===== config.mk =====
export PLATFORM = sky130hd
export DESIGN_NAME = mft_ctrl
export DESIGN_NICKNAME = d
export VERILOG_FILES = /design/src/mft_pkg.sv /design/src/mft_ctrl.sv
export SDC_FILE = /design/constraint.sdc
export NUM_CORES = 1
export LEC_CHECK = 0
export BUFFER_PORTS_ARGS = -buffer_cell sky130_fd_sc_hd__buf_2
export CORE_AREA = 2 2 39 41
export CTS_BUF_LIST = sky130_fd_sc_hd__clkbuf_4
export CTS_CLUSTER_DIAMETER = 50
export DETAILED_ROUTE_END_ITERATION = 10
export DIE_AREA = 0 0 41 43
export PLACE_DENSITY = 0.48
export SLEW_MARGIN = 10
export SYNTH_ARGS = -nofsm -noshare
export SYNTH_HDL_FRONTEND = slang
export SYNTH_SLANG_ARGS = --single-unit

===== constraint.sdc =====
create_clock -name i_clk -period 2.55 [get_ports i_clk]
set_input_delay 0.1275 -clock i_clk [delete_from_list [all_inputs] [get_ports i_clk]]
set_output_delay 0.1275 -clock i_clk [all_outputs]
set_load 0.05 [all_outputs]

===== src/mft_pkg.sv =====
`default_nettype none
package mft_pkg;

    localparam logic [1:0] CMD_ADD     = 2'd0;
    localparam logic [1:0] CMD_REMOVE  = 2'd1;
    localparam logic [1:0] CMD_SET_CTX = 2'd2;
    localparam logic [1:0] CMD_RX      = 2'd3;

    localparam logic [1:0] ST_OK        = 2'd0;
    localparam logic [1:0] ST_NO_SPACE  = 2'd1;
    localparam logic [1:0] ST_PRESENT   = 2'd2;
    localparam logic [1:0] ST_NOT_FOUND = 2'd3;

    localparam logic [2:0] ACT_BCAST     = 3'd0;
    localparam logic [2:0] ACT_MCAST     = 3'd1;
    localparam logic [2:0] ACT_NO_MATCH  = 3'd2;
    localparam logic [2:0] ACT_NO_FILTER = 3'd3;
    localparam logic [2:0] ACT_FILTER    = 3'd4;

    localparam logic [15:0] ETYPE_IPV4 = 16'h0800;
    localparam logic [7:0]  PROTO_TCP  = 8'd6;
    localparam logic [7:0]  PROTO_UDP  = 8'd17;

    localparam logic [47:0] MAC_BCAST = 48'hFFFF_FFFF_FFFF;
    localparam int          MCAST_BIT = 40;

    typedef struct packed {
        logic load;
        logic free_start;
        logic free_step;
        logic scan_start;
        logic scan_step;
        logic apply;
    } t_ctl_cmd;

    typedef struct packed {
        logic is_add;
        logic rx_fast;
        logic free_hit;
        logic free_miss;
        logic scan_done;
    } t_dp_stat;

endpackage
`default_nettype wire


===== src/mft_ctrl.sv =====
`default_nettype none
module mft_ctrl (
    input  wire logic             i_clk,
    input  wire logic             i_rst_n,
    input  wire logic             start,
    output logic                  busy,
    input  mft_pkg::t_dp_stat     i_stat,
    output mft_pkg::t_ctl_cmd     o_cmd
);
    import mft_pkg::*;

    localparam logic [2:0] S_IDLE     = 3'd0;
    localparam logic [2:0] S_DISPATCH = 3'd1;
    localparam logic [2:0] S_FREE     = 3'd2;
    localparam logic [2:0] S_SCAN     = 3'd3;
    localparam logic [2:0] S_APPLY    = 3'd4;

    logic [2:0] r_state, n_state;

    always_ff @(posedge i_clk) begin
        if (!i_rst_n) begin
            r_state <= S_IDLE;
        end else begin
            r_state <= n_state;
        end
    end

    always_comb begin
        n_state = r_state;
        o_cmd   = '0;
        unique case (r_state)
            S_IDLE: begin
                if (start) begin
                    o_cmd.load = 1'b1;
                    n_state    = S_DISPATCH;
                end
            end
            S_DISPATCH: begin
                priority if (i_stat.rx_fast) begin
                    n_state = S_APPLY;
                end else if (i_stat.is_add) begin
                    o_cmd.free_start = 1'b1;
                    n_state          = S_FREE;
                end else begin
                    o_cmd.scan_start = 1'b1;
                    n_state          = S_SCAN;
                end
            end
            S_FREE: begin
                o_cmd.free_step = 1'b1;
                priority if (i_stat.free_hit) begin
                    o_cmd.scan_start = 1'b1;
                    n_state          = S_SCAN;
                end else if (i_stat.free_miss) begin
                    n_state = S_APPLY;
                end else begin
                    n_state = S_FREE;
                end
            end
            S_SCAN: begin
                o_cmd.scan_step = 1'b1;
                if (i_stat.scan_done) begin
                    n_state = S_APPLY;
                end
            end
            S_APPLY: begin
                o_cmd.apply = 1'b1;
                n_state     = S_IDLE;
            end
            default: begin
                n_state = S_IDLE;
            end
        endcase
    end

    assign busy = (r_state != S_IDLE);

endmodule
`default_nettype wire


* Word-level counts from Yosys, hierarchy flattened
Cells that the tools add are included.
** Word-level totals
- Flip-flop bits (word level) :: 3
- Bits of input ports :: 8
- Output and inout bits :: 7
- Logic and storage cells :: 29
** Cells by class
- Equal/unequal tests :: 6
- Mux-type cells :: 19
- Reduce and logical (&&, ||, !) cells :: 3
** Operators by type and width (number)
- 2-to-1 mux 3 bit :: 5
- 2-to-1 mux 1 bit :: 12
- case mux 3 bit (4 select lines) :: 1
- equality test 3 x 2 -> 1 bit, second input constant :: 2
- inequality test 2 bit, second input constant :: 2
- equality test 3 x 1 -> 1 bit, second input constant :: 1
- equality test 3 bit, second input constant :: 1
- zero test 3 bit :: 1
- nonzero test 3 bit :: 1
- case mux 1 bit (2 select lines) :: 1
- AND reduction 2 bit :: 1

* Logic depth before layout (Yosys ltp)
- Depth after elaboration :: 3
- Depth in mapped cells :: 4
- Gate-level depth less buffers :: 3

* Worst setup path before layout
Ideal clock, no wire load.
- Path kind :: flip-flop to output port
- From :: register r_state[1]
- To :: output port o_cmd[1] (netlist bit)
- Data arrival time :: 1.691 ns
- Required time :: 2.423 ns
- Setup slack :: 0.731 ns
- Stages on the path, launching flop included :: 3
- Path buffers :: 1
- Cell sequence :: dfxtp_1 buf_6 nor3b_1
** RTL lines
- start: declaration :: RTL line mft_ctrl.sv:18 : logic [2:0] r_state, n_state;
- start signal: assignment :: RTL line mft_ctrl.sv:24 : r_state <= n_state;
- end: declaration :: RTL line mft_ctrl.sv:8 : output mft_pkg::t_ctl_cmd o_cmd

==> impl_metrics.env <==
export IMPL_status="complete, no violations"
export IMPL_fill_cells=154
export IMPL_reg2reg_depth=3
export IMPL_drive_gt1_share_pct=48.00
export IMPL_synth_seq_area_share_pct=21.92
export IMPL_synth_cell_types=24
export IMPL_yosys_register_bits=3
export IMPL_worstSetupEndpointType="output port"
export IMPL_route_antenna_remaining_nets=0
export IMPL_p_per_area_nw_per_um2=704.5
export IMPL_clock_latency_ps=240
export IMPL_rows=14
export IMPL_grt_ovfl_total=0
export IMPL_dp_hpwl_um=481.1
export IMPL_tightestPinTransition_ps=431.9
export IMPL_vias=292
export IMPL_area_delta_synth_final_pct=36.99
export IMPL_hold_depth=3
export IMPL_start_kind="register"
export IMPL_io_pin_count=15
export IMPL_cts_tree="built"
export IMPL_path_clk_slew_ps=40
export IMPL_grt_pass1_vias=222
export IMPL_syn_avg_cell_area_um2=8.059
export IMPL_hold_end="r_state[2]"
export IMPL_post_cts_setup_buffers=0
export IMPL_htree_levels=1
export IMPL_worstHoldStart="i_rst_n"
export IMPL_fmax_mhz=636.3
export IMPL_maxCapViolCount=0
export IMPL_viasPerCell=4.424
export IMPL_routed_wirelength_um=660
export IMPL_design_core_area_um2=1384
export IMPL_ctsResizeCount=0
export IMPL_synth_fp_nets=42
export IMPL_final_common_cell="buf_2"
export IMPL_worstReg2RegStart="r_state[0]"
export IMPL_grt_usage_pct=8.927
export IMPL_wl_per_cell_um=10.00
export IMPL_fin_skew_ps=6.483
export IMPL_grt_max_degree=16
export IMPL_max_flop_register="r_state"
export IMPL_diodes=0
export IMPL_ys_warn_count=0
export IMPL_critPathKind="register to output port"
export IMPL_finalCritPeriodShare_pct=61.64
export IMPL_syn_area_um2=274.0
export IMPL_place_gp_congestion=0.6641
export IMPL_p_leak_nw=0.1964
export IMPL_hold_buffers=0
export IMPL_dieArea_um2=1763
export IMPL_worst_path_max_fanout=15
export IMPL_worstReg2RegEnd="r_state[1]"
export IMPL_hp_class="primary input to register"
export IMPL_dr_pass1_iters=4
export IMPL_slew_violations=0
export IMPL_r2r_slack_ps=1450
export IMPL_top_regs="r_state x3"
export IMPL_first_iter_violations=4
export IMPL_worstPathRequired_ps=2420
export IMPL_post_route_util_pct=27.12
export IMPL_grt_first_pass_wirelength_um=1021
export IMPL_setup_tns_ps=0
export IMPL_start_util_pct=19.80
export IMPL_crit_arrival_ps=1440
export IMPL_largest_reg_flops=3
export IMPL_num_nets_final=59
export IMPL_clockRootBuffer="clkbuf_4"
export IMPL_relSlewSlack_pct=71.17
export IMPL_clk_path_buf_depth=2
export IMPL_mostFrequentLayoutCells="14 x buf_2, 4 x nor2_1, 4 x clkbuf_4"
export IMPL_clock_sinks=3
export IMPL_antenna_found_initial=0
export IMPL_rsz0062_at_grt="no"
export IMPL_syn_inst=34
export IMPL_die_h_um=43
export IMPL_report_final_hold_viol_count=0
export IMPL_cts_buffers=3
export IMPL_io_buffers=14
export IMPL_drc_errors=0
export IMPL_period_needed_ps=1572
export IMPL_fp_dieW_um=41
export IMPL_setup_viol=0
export IMPL_ir_worst_vdd_mv=0.2362
[final cells by class]
cell class	instances	area, µm²	area share [%]
multi-input combinational	26	183.9	49.00
timing repair buffer	14	70.07	18.67
sequential	3	60.06	16.00
clock buffer	4	30.03	8.000
tap	16	20.02	5.333
inverter	3	11.26	3.000
[metrics by stage]
| stage | cells | hold slack (ps) | setup WS, ps | total power [mW] | instance area, µm² |
|---|---|---|---|---|---|
| floorplan | 34 | 296.8 | 731.3 | 0.1509 | 274.0 |
| global placement | 62 | 425.4 | 1237 | 0.1688 | 345.3 |
| detailed placement | 62 | 428.5 | 1233 | 0.1691 | 345.3 |
| CTS | 66 | 175.1 | 977.9 | 0.2676 | 375.4 |
| global route | 66 | 180.1 | 906.9 | 0.2798 | 375.4 |
| finish | 66 | 179.9 | 978.3 | 0.2644 | 375.4 |
[Yosys cell counts, drive strengths merged]
cell,instances,area share [%]
nand2b,3,11
a21o,1,2.7
o21ai,1,1.8
buf,2,6.9
o211a,1,3.7
a31oi,1,2.3
nor3,3,7.3
a211oi,2,7.3
inv,3,4.1
a21oi,1,1.8
nand2,1,1.4
and3,1,2.3
dfxtp,3,22
nor3b,3,8.2
nor2,5,7.8
and2b,1,2.7
a32oi,1,3.2
or3,1,4.1
[critical path, cell delays in order (launching register included)]
cell and delay (ps):
dfxtp_1 430, or3_4 440, nor2_2 70, buf_2 260
[cell families (layout without fill, tap and decap cells)]
kind of cell	Yosys count	in the layout	synth area share, %
and+or+nand+nor	18	18	44.29
DFF	3	3	21.92
buffers and inverters	5	21	10.96
AOI/OAI and AO/OA	8	8	22.83
[worst max-delay path by stage]
stage | slack (ps) | startpoint | cells after the start | end
after CTS | 980 | r_state[1] | 3 | o_cmd[5]
after floorplan | 730 | r_state[1] | 2 | o_cmd[1]
after global placement | 1240 | r_state[1] | 3 | o_cmd[5]
after global routing | 910 | r_state[1] | 3 | o_cmd[5]
final | 980 | r_state[1] | 3 | o_cmd[5]
after detailed placement | 1230 | r_state[1] | 3 | o_cmd[5]
[report_power, final]
group          internal (mW)  switching (mW)  leakage, nW
Clock                 0.0694          0.0269       0.0184
Sequential            0.0525          0.0148       0.0247
Combinational         0.0347          0.0661        0.153
Total                  0.157           0.108        0.196
[routing by layer]
| metal | up-vias | part of all wire (%) | GRT usage (%) |
|---|---|---|---|
| met5 | - | 0 | 0 |
| li1 | 152 | - | - |
| met3 | 2 | 5.9 | 3.141 |
| met1 | 126 | 50 | 12.82 |
| met4 | 0 | 1.5 | 8.000 |
| met2 | 12 | 43 | 9.688 |
Note: power is estimated with default switching activity, not from simulation.
